**src/design/engine_temp_alarm_beeper_core_macros.svh**
```systemverilog
// Assertion macros for the engine temperature alarm beeper.
// Included by the design files that carry concurrent assertions.
`ifndef ENGINE_TEMP_ALARM_BEEPER_CORE_MACROS_SVH
`define ENGINE_TEMP_ALARM_BEEPER_CORE_MACROS_SVH

// Checked on every rising edge of clk_i, ignored while rst_ni is low.
`define ETAB_ASSERT(label, prop, msg) \
  label: assert property (@(posedge clk_i) disable iff (!rst_ni) (prop)) else $error(msg);

// Implication form, same clocking and reset.
`define ETAB_ASSERT_IMP(label, ante, cons, msg) \
  `ETAB_ASSERT(label, (ante) |-> (cons), msg)

`endif

```
**src/design/etab_pkg.sv**
```systemverilog
// Shared types, codes and constants of the engine temperature alarm beeper.
// No dependencies; imported by etab_seq and the top level.
package etab_pkg;

  // grades
  localparam logic [1:0] GRADE_NORMAL = 2'd0;
  localparam logic [1:0] GRADE_WARN   = 2'd1;
  localparam logic [1:0] GRADE_ALARM  = 2'd2;

  // alarm codes
  localparam logic [2:0] CODE_NONE          = 3'd0;
  localparam logic [2:0] CODE_COOLANT_WARN  = 3'd1;
  localparam logic [2:0] CODE_OIL_WARN      = 3'd2;
  localparam logic [2:0] CODE_COOLANT_ALARM = 3'd3;
  localparam logic [2:0] CODE_OIL_ALARM     = 3'd4;

  // register indexes
  localparam logic [2:0] REG_COOLANT_WARN  = 3'd0;
  localparam logic [2:0] REG_COOLANT_ALARM = 3'd1;
  localparam logic [2:0] REG_OIL_WARN      = 3'd2;
  localparam logic [2:0] REG_OIL_ALARM     = 3'd3;
  localparam logic [2:0] REG_INTAKE_HIGH   = 3'd4;
  localparam logic [2:0] REG_COOLANT_TONE  = 3'd5;
  localparam logic [2:0] REG_OIL_TONE      = 3'd6;

  // register reset values
  localparam logic signed [8:0] RST_COOLANT_WARN  = 9'sd115;
  localparam logic signed [8:0] RST_COOLANT_ALARM = 9'sd130;
  localparam logic signed [8:0] RST_OIL_WARN      = 9'sd110;
  localparam logic signed [8:0] RST_OIL_ALARM     = 9'sd120;
  localparam logic signed [8:0] RST_INTAKE_HIGH   = 9'sd50;
  localparam logic [11:0]       RST_COOLANT_TONE  = 12'd1000;
  localparam logic [11:0]       RST_OIL_TONE      = 12'd1900;

  // sequencer timing in ticks
  localparam logic [7:0] TICKS_IDLE      = 8'd11;
  localparam logic [7:0] TICKS_WARN      = 8'd18;
  localparam logic [7:0] TICKS_WARN_TONE = 8'd7;
  localparam logic [7:0] TICKS_ALARM     = 8'd151;
  localparam logic [7:0] TICKS_LONG      = 8'd10;
  localparam logic [2:0] WARN_BEEPS      = 3'd4;

  typedef struct packed {
    logic [1:0] coolant;
    logic [1:0] oil;
  } grades_t;

  typedef struct packed {
    logic        tone_on;
    logic [11:0] tone_hz;
    logic [2:0]  alarm_code;
  } seq_out_t;

  function automatic logic [1:0] grade_temp(logic signed [8:0] t,
                                            logic signed [8:0] warn,
                                            logic signed [8:0] alarm);
    logic [1:0] g;
    if (t < warn) begin
      g = GRADE_NORMAL;
    end else if (t < alarm) begin
      g = GRADE_WARN;
    end else begin
      g = GRADE_ALARM;
    end
    return g;
  endfunction

endpackage

```
**src/design/etab_seq.sv**
```systemverilog
// Alarm code update and beeper sequencer, advanced one tick per enable.
// Depends on etab_pkg and the assertion macros header.
`include "engine_temp_alarm_beeper_core_macros.svh"

module etab_seq
  import etab_pkg::*;
(
  input  logic        clk_i,
  input  logic        rst_ni,
  input  logic        adv_i,
  input  grades_t     grades_i,
  input  logic [11:0] coolant_tone_i,
  input  logic [11:0] oil_tone_i,
  output seq_out_t    res_o
);

  logic [2:0] alarm_state_q, alarm_state_d;
  logic [2:0] last_code_q, last_code_d;
  logic [2:0] beep_count_q, beep_count_d;
  logic [2:0] cycle_code_q, cycle_code_d;
  logic [7:0] cycle_pos_q, cycle_pos_d;

  logic [2:0] st_c, st_o;
  logic       is_warn, is_alarm, tone_on;
  logic [7:0] cycle_len;
  logic [8:0] pos_inc;

  always_comb begin
    // coolant first
    st_c = alarm_state_q;
    if (grades_i.coolant == GRADE_NORMAL) begin
      if (st_c == CODE_COOLANT_ALARM) st_c = CODE_NONE;
    end else if (grades_i.coolant == GRADE_WARN) begin
      if (st_c == CODE_NONE) st_c = CODE_COOLANT_WARN;
      if (st_c == CODE_COOLANT_ALARM) st_c = CODE_NONE;
    end else begin
      if (st_c != CODE_OIL_ALARM) st_c = CODE_COOLANT_ALARM;
    end
    // then oil; an oil alarm always wins
    st_o = st_c;
    if (grades_i.oil == GRADE_NORMAL) begin
      if (st_o == CODE_OIL_ALARM) st_o = CODE_NONE;
    end else if (grades_i.oil == GRADE_WARN) begin
      if (st_o == CODE_NONE || st_o == CODE_COOLANT_WARN) st_o = CODE_OIL_WARN;
      if (st_o == CODE_OIL_ALARM) st_o = CODE_NONE;
    end else begin
      st_o = CODE_OIL_ALARM;
    end
    alarm_state_d = st_o;

    // latch the code at cycle start
    cycle_code_d = cycle_code_q;
    last_code_d  = last_code_q;
    beep_count_d = beep_count_q;
    if (cycle_pos_q == 8'd0) begin
      cycle_code_d = st_o;
      if (st_o == CODE_COOLANT_WARN || st_o == CODE_OIL_WARN) begin
        if (st_o != last_code_q) begin
          beep_count_d = 3'd0;
          last_code_d  = st_o;
        end
      end else if (st_o == CODE_COOLANT_ALARM || st_o == CODE_OIL_ALARM) begin
        beep_count_d = 3'd0;
        last_code_d  = st_o;
      end
    end

    is_warn  = (cycle_code_d == CODE_COOLANT_WARN) || (cycle_code_d == CODE_OIL_WARN);
    is_alarm = (cycle_code_d == CODE_COOLANT_ALARM) || (cycle_code_d == CODE_OIL_ALARM);
    pos_inc  = {1'b0, cycle_pos_q} + 9'd1;
    tone_on  = 1'b0;
    cycle_len = TICKS_IDLE;
    if (is_warn) begin
      if (beep_count_d < WARN_BEEPS) begin
        cycle_len = TICKS_WARN;
        tone_on   = (cycle_pos_q >= 8'd1) && (cycle_pos_q <= TICKS_WARN_TONE);
        if (pos_inc >= {1'b0, TICKS_WARN}) beep_count_d = beep_count_d + 3'd1;
      end
    end else if (is_alarm) begin
      cycle_len = TICKS_ALARM;
      // three long beeps, the first two each followed by an equal gap
      tone_on = ((cycle_pos_q >= 8'd1) && (cycle_pos_q <= TICKS_LONG)) ||
                ((cycle_pos_q >= 8'd21) && (cycle_pos_q <= 8'd30)) ||
                ((cycle_pos_q >= 8'd41) && (cycle_pos_q <= 8'd50));
    end

    cycle_pos_d = (pos_inc >= {1'b0, cycle_len}) ? 8'd0 : pos_inc[7:0];

    res_o.tone_on    = tone_on;
    res_o.alarm_code = st_o;
    if (!tone_on) begin
      res_o.tone_hz = 12'd0;
    end else if (cycle_code_d == CODE_COOLANT_WARN || cycle_code_d == CODE_COOLANT_ALARM) begin
      res_o.tone_hz = coolant_tone_i;
    end else begin
      res_o.tone_hz = oil_tone_i;
    end
  end

  always_ff @(posedge clk_i or negedge rst_ni) begin
    if (!rst_ni) begin
      alarm_state_q <= CODE_NONE;
      last_code_q   <= CODE_NONE;
      beep_count_q  <= 3'd0;
      cycle_code_q  <= CODE_NONE;
      cycle_pos_q   <= 8'd0;
    end else if (adv_i) begin
      alarm_state_q <= alarm_state_d;
      last_code_q   <= last_code_d;
      beep_count_q  <= beep_count_d;
      cycle_code_q  <= cycle_code_d;
      cycle_pos_q   <= cycle_pos_d;
    end
  end

  `ETAB_ASSERT(a_pos_range, cycle_pos_q < TICKS_ALARM, "cycle position past alarm cycle")
  `ETAB_ASSERT(a_beep_sat, beep_count_q <= WARN_BEEPS, "beep count past saturation")
  `ETAB_ASSERT_IMP(a_pos_idle, cycle_code_q == CODE_NONE, cycle_pos_q < TICKS_IDLE,
                   "idle cycle ran too long")

endmodule

```
**src/design/engine_temp_alarm_beeper_core.sv**
```systemverilog
// Engine temperature alarm beeper, top level: ports, registers, grading.
// Depends on etab_pkg, etab_seq and the assertion macros header.
//
// Each input transfer is one 10 ms tick carrying coolant, oil and intake air
// temperatures; each produces exactly one result transfer with the tone
// state, alarm code and grades. The block takes one tick per clock cycle
// when the output side keeps up; a tick passes an input register and then a
// result register. Thresholds and tones sit in APB registers at byte address
// 4*index; the user must write them only while no tick is in flight, as the
// block itself does not enforce it. No clearing pass after reset.
`include "engine_temp_alarm_beeper_core_macros.svh"

module engine_temp_alarm_beeper_core
  import etab_pkg::*;
(
  input  logic        clk_i,
  input  logic        rst_ni,
  // APB configuration
  input  logic        psel,
  input  logic        penable,
  input  logic        pwrite,
  input  logic [4:0]  paddr,
  input  logic [31:0] pwdata,
  output logic [31:0] prdata,
  output logic        pready,
  // input stream
  input  logic        s_axis_tvalid,
  output logic        s_axis_tready,
  // [8:0] coolant_temp, [17:9] oil_temp, [26:18] air_temp, [31:27] zero
  input  logic [31:0] s_axis_tdata,
  // result stream
  output logic        m_axis_tvalid,
  input  logic        m_axis_tready,
  // [0] tone_on, [12:1] tone_hz, [15:13] alarm_code, [17:16] coolant_grade,
  // [19:18] oil_grade, [20] intake_high, [23:21] zero
  output logic [23:0] m_axis_tdata
);

  // configuration registers
  logic signed [8:0] cool_warn_q, cool_alarm_q, oil_warn_q, oil_alarm_q, intake_lvl_q;
  logic [11:0]       cool_tone_q, oil_tone_q;
  logic              cfg_wr;
  logic [2:0]        cfg_idx;

  assign pready  = 1'b1;
  assign cfg_wr  = psel && penable && pwrite;
  assign cfg_idx = paddr[4:2];

  always_ff @(posedge clk_i or negedge rst_ni) begin
    if (!rst_ni) begin
      cool_warn_q  <= RST_COOLANT_WARN;
      cool_alarm_q <= RST_COOLANT_ALARM;
      oil_warn_q   <= RST_OIL_WARN;
      oil_alarm_q  <= RST_OIL_ALARM;
      intake_lvl_q <= RST_INTAKE_HIGH;
      cool_tone_q  <= RST_COOLANT_TONE;
      oil_tone_q   <= RST_OIL_TONE;
    end else if (cfg_wr) begin
      unique case (cfg_idx)
        REG_COOLANT_WARN:  cool_warn_q  <= pwdata[8:0];
        REG_COOLANT_ALARM: cool_alarm_q <= pwdata[8:0];
        REG_OIL_WARN:      oil_warn_q   <= pwdata[8:0];
        REG_OIL_ALARM:     oil_alarm_q  <= pwdata[8:0];
        REG_INTAKE_HIGH:   intake_lvl_q <= pwdata[8:0];
        REG_COOLANT_TONE:  cool_tone_q  <= pwdata[11:0];
        REG_OIL_TONE:      oil_tone_q   <= pwdata[11:0];
        default: ;
      endcase
    end
  end

  always_comb begin
    unique case (cfg_idx)
      REG_COOLANT_WARN:  prdata = {23'd0, cool_warn_q};
      REG_COOLANT_ALARM: prdata = {23'd0, cool_alarm_q};
      REG_OIL_WARN:      prdata = {23'd0, oil_warn_q};
      REG_OIL_ALARM:     prdata = {23'd0, oil_alarm_q};
      REG_INTAKE_HIGH:   prdata = {23'd0, intake_lvl_q};
      REG_COOLANT_TONE:  prdata = {20'd0, cool_tone_q};
      REG_OIL_TONE:      prdata = {20'd0, oil_tone_q};
      default:           prdata = 32'd0;
    endcase
  end

  // input register
  logic              in_valid_q, out_valid_q, adv, s_fire;
  logic signed [8:0] cool_t_q, oil_t_q, air_t_q;

  assign adv           = in_valid_q && (!out_valid_q || m_axis_tready);
  assign s_axis_tready = !in_valid_q || adv;
  assign s_fire        = s_axis_tvalid && s_axis_tready;

  always_ff @(posedge clk_i or negedge rst_ni) begin
    if (!rst_ni) begin
      in_valid_q <= 1'b0;
    end else if (s_fire) begin
      in_valid_q <= 1'b1;
    end else if (adv) begin
      in_valid_q <= 1'b0;
    end
  end

  always_ff @(posedge clk_i) begin
    if (s_fire) begin
      cool_t_q <= s_axis_tdata[8:0];
      oil_t_q  <= s_axis_tdata[17:9];
      air_t_q  <= s_axis_tdata[26:18];
    end
  end

  // grading
  grades_t  grades;
  logic     intake_high;
  seq_out_t seq_res;

  assign grades.coolant = grade_temp(cool_t_q, cool_warn_q, cool_alarm_q);
  assign grades.oil     = grade_temp(oil_t_q, oil_warn_q, oil_alarm_q);
  assign intake_high    = (air_t_q >= intake_lvl_q);

  etab_seq u_seq (
    .clk_i          (clk_i),
    .rst_ni         (rst_ni),
    .adv_i          (adv),
    .grades_i       (grades),
    .coolant_tone_i (cool_tone_q),
    .oil_tone_i     (oil_tone_q),
    .res_o          (seq_res)
  );

  // result register
  seq_out_t res_q;
  grades_t  grades_q;
  logic     intake_high_q;

  always_ff @(posedge clk_i or negedge rst_ni) begin
    if (!rst_ni) begin
      out_valid_q <= 1'b0;
    end else if (adv) begin
      out_valid_q <= 1'b1;
    end else if (m_axis_tready) begin
      out_valid_q <= 1'b0;
    end
  end

  always_ff @(posedge clk_i) begin
    if (adv) begin
      res_q         <= seq_res;
      grades_q      <= grades;
      intake_high_q <= intake_high;
    end
  end

  assign m_axis_tvalid = out_valid_q;
  assign m_axis_tdata  = {3'd0, intake_high_q, grades_q.oil, grades_q.coolant,
                          res_q.alarm_code, res_q.tone_hz, res_q.tone_on};

  `ETAB_ASSERT_IMP(a_silent_hz, out_valid_q && !res_q.tone_on, res_q.tone_hz == 12'd0,
                   "tone frequency set while silent")
  `ETAB_ASSERT_IMP(a_oil_wins, out_valid_q && grades_q.oil == GRADE_ALARM,
                   res_q.alarm_code == CODE_OIL_ALARM, "oil alarm did not win")
  // a clearing oil alarm also clears a coolant alarm that it had masked
  `ETAB_ASSERT_IMP(a_cool_alarm, out_valid_q && grades_q.coolant == GRADE_ALARM,
                   res_q.alarm_code == CODE_COOLANT_ALARM ||
                   res_q.alarm_code == CODE_OIL_ALARM ||
                   res_q.alarm_code == CODE_NONE, "coolant alarm lost")

endmodule
```
**config.mk**
```make
export PLATFORM = sky130hd
export DESIGN_NAME = engine_temp_alarm_beeper_core
export DESIGN_NICKNAME = d
export VERILOG_FILES = /design/src/design/etab_pkg.sv /design/src/design/etab_seq.sv /design/src/design/engine_temp_alarm_beeper_core.sv
export VERILOG_INCLUDE_DIRS = /design/src /design/src/design
export SDC_FILE = /design/constraint.sdc
export NUM_CORES = 1
export LEC_CHECK = 0
export BUFFER_PORTS_ARGS = -buffer_cell sky130_fd_sc_hd__buf_2
export CORE_MARGIN = 2
export CORE_UTILIZATION = 25
export DETAILED_ROUTE_END_ITERATION = 10
export PLACE_DENSITY_LB_ADDON = 0.3
export SETUP_SLACK_MARGIN = 0.2
export SYNTH_ARGS = -nofsm -noshare
export SYNTH_HDL_FRONTEND = slang
export SYNTH_SLANG_ARGS = --single-unit
```
**constraint.sdc**
```tcl
create_clock -name clk_i -period 6.91 [get_ports clk_i]
set_input_delay 1.7275 -clock clk_i [delete_from_list [all_inputs] [get_ports clk_i]]
set_output_delay 1.7275 -clock clk_i [all_outputs]
set_load 0.02 [all_outputs]
```
Word-level counts from Yosys, hierarchy flattened
Index checks and enable logic that the tools add are counted.
{"block": "totals", "register_bits": 139, "in_bits": 76, "out_inout_bits": 59, "elab_cells": 144}
{"block": "op_classes", "add_sub_neg": 2, "magnitude_cmp": 15, "eq_ne": 24, "n_mux": 43, "n_reduce_logical": 37}
{"operator": "$pmux 12 s7", "count": 1}
{"operator": "$mux 3", "count": 26}
{"operator": "$lt 9x9->1", "count": 4}
{"operator": "$eq 3x2->1 const B", "count": 8}
{"operator": "$mux 8", "count": 3}
{"operator": "$eq 3x3->1 const B", "count": 7}
{"operator": "$reduce_and 2->1", "count": 7}
{"operator": "$eq 3x1->1 const B", "count": 4}
{"operator": "$mux 12", "count": 1}
{"operator": "$logic_or 1x1->1", "count": 10}
{"operator": "$add 8x1->9 const B", "count": 1}
{"operator": "$ge 9x5->1 const B", "count": 1}
{"operator": "$ge 9x8->1", "count": 1}
{"operator": "$ge 9x9->1", "count": 1}
{"operator": "$logic_not 3->1", "count": 3}
{"operator": "$ge 8x1->1 const B", "count": 1}
{"operator": "$ge 8x5->1 const B", "count": 1}
{"operator": "$ge 8x6->1 const B", "count": 1}
{"operator": "$le 8x3->1 const B", "count": 1}
{"operator": "$le 8x4->1 const B", "count": 1}
{"operator": "$le 8x5->1 const B", "count": 1}
{"operator": "$le 8x6->1 const B", "count": 1}
{"operator": "$logic_and 1x1->1", "count": 8}
{"operator": "$logic_not 8->1", "count": 1}
{"operator": "other kinds (13)", "count": 27}

Logic depth before layout (Yosys ltp)
Gate-level depths: netlist of the first run.
{"block": "depth", "word_depth": 29, "mapped_depth": 21, "ltp_nobuf": 21}

By module
From an unflattened synthesis of the first run, not the netlist that was laid out.
{"block": "unflattened", "hier_cells": 731, "area_unflattened_um2": 7883.8}
{"module": "engine_temp_alarm_beeper_core", "n_inst": 1, "cells_each": 508, "area_per_inst_um2": 5945.7}
{"module": "etab_seq", "n_inst": 1, "cells_each": 223, "area_per_inst_um2": 1938.1}

Least setup slack after synthesis of the first run
No wires, ideal clock.
{"block": "synth_path", "path_kind": "input port to output port", "start": "input paddr[2]", "end": "output prdata[3]", "arrival_ns": 3.318, "required_ns": 5.182, "path_slack_ns": 1.864, "path_stages": 5, "path_cell_list": "clkbuf_1 buf_1 nor2b_1 a21oi_1 o21ai_0"}
{"block": "synth_between", "elab_chain_len": 2}
{"element": "start: declaration", "line": "engine_temp_alarm_beeper_core.sv:22", "text": "input logic [4:0] paddr,"}
{"element": "$eq 3x3->1 (tied with other cells)", "line": "engine_temp_alarm_beeper_core.sv:73", "text": "unique case (cfg_idx)"}
{"element": "$pmux 12 s7 *", "line": "engine_temp_alarm_beeper_core.sv:73"}
{"element": "end: declaration", "line": "engine_temp_alarm_beeper_core.sv:24", "text": "output logic [31:0] prdata,"}
Every way passes the cells marked *; elsewhere a longest branch is shown, timed or not.

Worst setup path in the final report of the first run
{"block": "layout_path", "start": "input paddr[2]", "end": "output prdata[6]"}
Same word-level chain as after synthesis.

==> results of run 1 <==
## power by group
group	internal, mW	switching (mW)
sequential	1.09	0.131
clock	0.508	0.377
combinational	0.515	0.780
total	2.11	1.29
## synthesized netlist by cell type, types with 3 or more instances
library cell  count
nand2_1          69
o21ai_0          63
dfrtp_1          59
inv_1            57
ha_1             51
edfxtp_1         48
nor2_1           43
mux2_2           41
dfstp_2          32
buf_4            25
a21oi_1          24
mux2i_1          24
clkbuf_1         18
nand2b_1         12
nor2b_1          12
nand3_1          11
nor2_2           10
a22oi_1           9
nor3_1            7
a211oi_1          6
a211o_1           5
a31o_2            5
a31oi_1           5
buf_1             5
nor3b_1           5
o22ai_1           5
xnor2_1           5
a21o_1            4
o21a_1            4
a311oi_1          3
a32o_1            3
and2_1            3
and3_1            3
and4_1            3
mux4_2            3
o311a_1           3
o31ai_1           3
o41ai_1           3
## worst max-delay path by stage
stage | to | cells past startpoint | slack [ns]
2_1_floorplan | prdata[3] | 5 | 1.86
3_3_place_gp | prdata[1] | 6 | 1.59
3_5_place_dp | prdata[6] | 6 | 1.57
4_1_cts | prdata[6] | 6 | 1.57
5_1_grt | u_seq.cycle_pos_q[5] | 20 | 1.18
6_report | prdata[6] | 6 | 1.54
## logic make-up (layout without fill, tap and decap cells)
kind of cell             Yosys count  count (layout)  synth area share, %
XOR/XNOR                           7               7                0.788
AND/OR/NAND/NOR                  191             191                 12.0
AO/OA/AOI/OAI                    162             162                 14.0
buffers and inverters            109             184                 6.67
flip-flops                       139             139                 48.3
adder cells (fa/ha/maj)           52              52                 8.33
multiplexers                      68              68                 9.89
other                              2              25               0.0965
## final cells by class
class	count	area [um2]
fill	3200	21500
inverter	58	218
sequential	139	3760
multi-input combinational	504	3590
timing repair buffer	94	500
tap	396	495
antenna	1	2.50
clock buffer	20	447
clock inverter	12	113
## per-layer routing
layer | wire length, um | up-vias | track usage (%)
met3 | 748 | 17 | 2.75
met5 | 11 | - | 0
li1 | - | 2738 | -
met2 | 9580 | 116 | 20.7
met4 | 240 | 2 | 3.32
met1 | 9580 | 2747 | 17.2
## worst min-delay path: cells and delay by family (launching register included)
family,cells,cell delay [ns]
flops,1,0.34
compound gates,1,0.06
simple gates,1,0.05
==> summary.md, run 1 <==
| Metric | Value |
|---|---|
| CP max FO | 29 |
| Largest net degree at the start of global routing | between 70 and 80 |
| Initial antenna violation count | 2 |
| Post CTS Setup Buffer Count | 0 |
| Hold Startpoint | u_seq.cycle_code_q[0] |
| Placement Setup Slack | 1.57 ns |
| Status | completed |
| RR Startpoint | oil_alarm_q[4] |
| Post_cts resized | 0 |
| Final Skew | 0.00713 ns |
| Final non-filler cell total | 1224 |
| Buffers added on ports | 83 |
| PwrDens | 373 nW/um2 |
| Mapped Area | 7780 um2 |
| Worst path required time | approximately 5.2 ns |
| WP data arrival | 3.65 ns |
| Most frequent cells in the layout | buf_2 (82), nand2_1 (69), o21ai_0 (63) |
| Drt pass-1 iters | 4 |
| Number of buffers created by CTS | 17 |
| Full die area | 32600 um2 |
| Avg WL per Cell | about 16 um |
| Root buf cell | clkbuf_16 |
| Yosys top cell area share | 19.0% |
| Final Hold Viols | 0 |
| Relative slew slack | 29.9% |
| CTS tree | built |
| CP max stage cell | nor2b_1 |
| CP max stage delay | 0.89 ns |
| Min Hold Slack | 0.476 ns |
| Die Span X | 180 um |
| Dpl cells | 1191 |
| Via count | ~5600 |
| Tot Pwr | 3.40 mW |
| Area Overhead vs Synth | 17.2% |
| Worst Hold End | u_seq.cycle_code_q[0] |
| Core area | 30600 um2 |
| Synth Flop Type | dfrtp_1 |
| Crit. End Element | primary output |
| Post-layout min period | around 5.4 ns |
| Post-synthesis sequential area ratio | 48.3% |
| Top cell type by total area after synthesis | dfrtp_1 |
| H-Tree Depth | 4 |
| GR Overflow Total | 0 |
| GR Util All Layers | 12.8% |
| Final Cell Area | 9120 um2 |
| Worst reg-to-reg setup slack | 1.60 ns |
| # IOs | approximately 140 |
| Worst slew pin tran | 1.05 ns |
| Clock Tree Buf Depth | 2 |
| Leakage | 3.95 nW |
| Clk slew on worst S/H paths | 0.06 ns |
| CP top delay family | simple AND/OR/NAND/NOR gates |
| Hpwl dp | 14.9 mm |
| Setup crit start | paddr[2] |
| Initial core utilization | 25.4% |
| Worst-skew pair later-pin latency | 0.43 ns |
| First-pass GRT wire length | 32.2 mm |
| Number of flip-flops in the largest register | 20 |
| YS warnings | 0 |
| Num Clock Sinks | 139 |
| Synth top area cells | dfrtp_1 (19%), edfxtp_1 (19%), dfstp_2 (11%) |
| DRC viols | 0 |
| Buf+Inv Stages, Crit Path | 2 |
| Setup tns final | 0 ns |
| Number of global-route vias before repair | 5632 |
| Hold depth | 2 |
| Worst vdd ir | 0.000107 V |
| Cells on worst reg2reg path | 20 |
| Share of post-route cells with drive strength above 1 | between 20 and 30% |
| Worst Path Class, Setup | in2out |
| Distinct cells, synth | 70 |
| # setup viols final | 0 |
| Number of synthesized flops with an enable pin | 48 |
| Routed Antenna Nets | 0 |
| Placer Congestion | 0.778 |
| Mean Syn Cell Area | 10.7 um2 |
| Routed WL | between 20 and 25 mm |
| Crit path launch type | input port |
| Worst hold path type | reg2reg |
| MaxCap Viol Count | 0 |
| Capturing point of the worst reg2reg path | u_seq.cycle_pos_q[5] |
| Drt via density | approximately 4.6 |
| Drt first-iter violations | 332 |
| Fraction of registers with async set/reset | 65.5% |
| RSZ-0062 raised after global routing | no |
| Synth Register Bits | 139 |
| # hold bufs at CTS | 0 |
| Most common cell after layout, fill and taps aside | buf_2 |
| Layout Utilization | 29.8% |
| Final period util | 77.8% |
| Max Freq | around 0.19 GHz |
| Final WS setup | 1.54 ns |
| Final #Nets | 941 |
| Placement Rows | 64 |
| Mapped Cells | 730 |
| Slew Limit Fails | 0 |
| Worst path cell trace | buf_2 > nor2b_1 > a22oi_1 > o22ai_1 > a31o_2 > buf_2 |
| Post-Place Cell Area | 8560 um2 |
| Die H | around 180 um |
| Crit-path most repeated cell | buf_2 |
(Power assumes the default switching activity.)
==> run 2: changes to the inputs <==
==> constraint.sdc (replaced) <==
create_clock -name clk_i -period 5.2 [get_ports clk_i]
set_input_delay 1.3 -clock clk_i [delete_from_list [all_inputs] [get_ports clk_i]]
set_output_delay 1.3 -clock clk_i [all_outputs]
set_load 0.02 [all_outputs]
==> run 2 against run 1 <==
Effect of this change: routed wire length grew 0.70%; critical endpoint is now u_seq.cycle_pos_q[5]; global-route usage is essentially flat; core utilization grew 1.2 points; sequential cell count is the same; non-clock buffer count grew 13; final area grew 4.1%; critical path type is now reg2reg; first-iteration DRC count shrank 14%; sequential share of layout area shrank 1.6 points; final cell count grew 1.1%; clock power grew 60%; via count grew 0.71%; hold slack gained 0.013 ns.
==> summary.md, run 2 (same netlist as run 1, synthesis figures left out) <==
| Metric | Value |
|---|---|
| Status | completed |
| DRC viols | 0 |
| Worst vdd ir | 0.000276 V |
| Crit path launch type | register |
| Worst hold path type | reg2reg |
| Crit. End Element | register |
| Routed WL | 20.3 mm |
| Worst path cell trace | inv_1 > ha_1 > and4_2 > a211oi_4 > nand3_2 > a21oi_2 > or4bb_1 > o311a_1 > or4_4 > ha_4 > nand2b_1 > a31o_2 > a21oi_2 > nor2b_2 > o41ai_2 > nand2_2 > o21ai_1 > nand2_1 > o41ai_2 |
| Final period util | 92.0% |
| Most frequent cells in the layout | buf_2 (82), nand2_1 (68), o21ai_0 (59), dfrtp_1 (59), inv_1 (55) |
| Worst path required time | approximately 5.5 ns |
| Core area | 30600 um2 |
| GR Overflow Total | 0 |
| Final Skew | roughly 0.014 ns |
| Buf+Inv Stages, Crit Path | 1 |
| CP top delay family | simple AND/OR/NAND/NOR gates |
| Final #Nets | about 950 |
| Drt pass-1 iters | 4 |
| Root buf cell | clkbuf_16 |
| Number of flip-flops in the largest register | 20 |
| # IOs | 135 |
| H-Tree Depth | 4 |
| Post-layout min period | roughly 4.8 ns |
| WP data arrival | roughly 5.1 ns |
| Largest net degree at the start of global routing | 63 |
| Switching share of total power | 36.1% |
| Max Freq | roughly 0.21 GHz |
| Most common cell after layout, fill and taps aside | buf_2 |
| P_int | 3.17 mW |
| Clk slew on worst S/H paths | 0.06 ns |
| Initial core utilization | 25.4% |
| Area Overhead vs Synth | 22.0% |
| Initial antenna violation count | 2 |
| CTS tree | built |
| Clock Tree Buf Depth | 2 |
| Relative slew slack | 42.1% |
| Hpwl dp | roughly 15 mm |
| Avg WL per Cell | 16.4 um |
| RSZ-0062 raised after global routing | no |
| First-pass GRT wire length | 32.5 mm |
| Full die area | 32600 um2 |
| GR Util All Layers | 12.8% |
| Worst-skew pair later-pin latency | 0.42 ns |
| Setup tns final | 0 ns |
| PwrDens | 523 nW/um2 |
| Share of post-route cells with drive strength above 1 | 31.2% |
| Leakage | slightly above 4 nW |
| Die H | 180 um |
| # setup viols final | 0 |
| Worst slew pin tran | 0.869 ns |
| CP max FO | 5 |
| Final Hold Viols | 0 |
| CP max stage cell | or4_4 |
| Drt first-iter violations | 285 |
| Clock power frac | 28.5% |
| Layout Utilization | 31.0% |
| Routed Antenna Nets | 0 |
| Worst Path Class, Setup | reg2reg |
| FILL cells | between 3000 and 4000 |
| Die Span X | 180 um |
| Number of global-route vias before repair | 5749 |
| Placement Rows | 64 |
| Buffers added on ports | 83 |
| Slew Limit Fails | 0 |
| Drt via density | 4.58 |
| Via count | 5660 |
| Number of buffers created by CTS | 17 |
| CP max stage delay | ~0.54 ns |
| Placer Congestion | 0.776 |
| Sequential share of power | 32.8% |
| MaxCap Viol Count | 0 |
| Num Clock Sinks | around 140 |
| Logic pwr share | about two fifths |
| NetSw | ~1.8 mW |
run 2: cell count changes in the layout (fill, tap and decap cells not counted), sizes merged:
| cell | change |
|---|---|
| buf | +13 |
| bufinv | +5 |
| clkbuf | -3 |
| clkinv | -2 |
| clkinvlp | -2 |
| inv | +2 |
run 2: path summary, 6_finish.rpt:
| path | start | endpoint | slack (ns) | cells past startpoint |
|---|---|---|---|---|
| min in group asynchronous | rst_ni | u_seq.beep_count_q[1] | 0.99 | 1 |
| max | cool_alarm_q[7] | u_seq.cycle_pos_q[5] | 0.42 | 19 |
| min reg2reg | u_seq.cycle_code_q[1] | u_seq.cycle_code_q[1] | 0.49 | 2 |
| max reg2reg | cool_alarm_q[7] | u_seq.cycle_pos_q[5] | 0.42 | 19 |
| max in group asynchronous | rst_ni | cool_tone_q[7] | 3.22 | 2 |
| min | u_seq.cycle_code_q[1] | u_seq.cycle_code_q[1] | 0.49 | 2 |
run 2: routing by layer:
metal / vias to the layer above / GRT usage, % / share of wire (%) / wire (um)
met5: - / 0 / 0.054 / 11
met4: 2 / 3.06 / 0.72 / 147
met3: 8 / 2.71 / 3.5 / 711
met2: 113 / 20.8 / 48 / 9720
met1: 2780 / 17.3 / 48 / 9700
li1: 2757 / - / - / -
run 2: what timing repair did:
item | 4_1_cts | 5_1_grt
resized for setup | 2 | 31
setup buffers | 0 | 1
hold buffers | 0 | 0
hold endpoints to repair | 0 | 0
pin swaps | 2 | 14
setup endpoints to repair | 3 | 8
run 2: per-stage QoR:
stage               hold slack (ns)  area [um2]  setup slack (ns)  cells  power, mW
floorplan                     0.448        7860             0.222    752       2.91
global placement              0.463        8650             0.185   1203       3.43
detailed placement            0.478        8650             0.187   1203       3.45
CTS                           0.492        9340             0.209   1235       4.91
global route                  0.511        9500             0.181   1237       5.32
finish                        0.489        9500             0.418   1237       4.97
run 2: final cells by class:
cell class / instances / area, um2 / share of cell area (%)
diodes: 1 / 2.50 / 0.0264
clock buffers: 17 / 425 / 4.48
clock inverters: 15 / 256 / 2.70
inverters: 58 / 218 / 2.29
multi-input cells: 504 / 3740 / 39.4
flip-flops and latches: 139 / 3760 / 39.6
well taps: 396 / 495 / 5.22
repair buffers: 107 / 598 / 6.30
run 2: tightest hold or removal path: cells and delay by family (launching register included):
family	cells	cell delay, ns
AOI/OAI and AO/OA	1	0.06
DFF	1	0.35
and+or+nand+nor	1	0.05
run 2: power by group through the flow:
stage          sequential [mW]  clock, mW  combinational [mW]
2_1_floorplan             1.64          0                1.27
3_3_place_gp              1.64          0                1.79
3_5_place_dp              1.65          0                1.81
4_1_cts                   1.63       1.46                1.82
5_1_grt                   1.66       1.50                2.16
6_report                  1.63       1.42                1.92
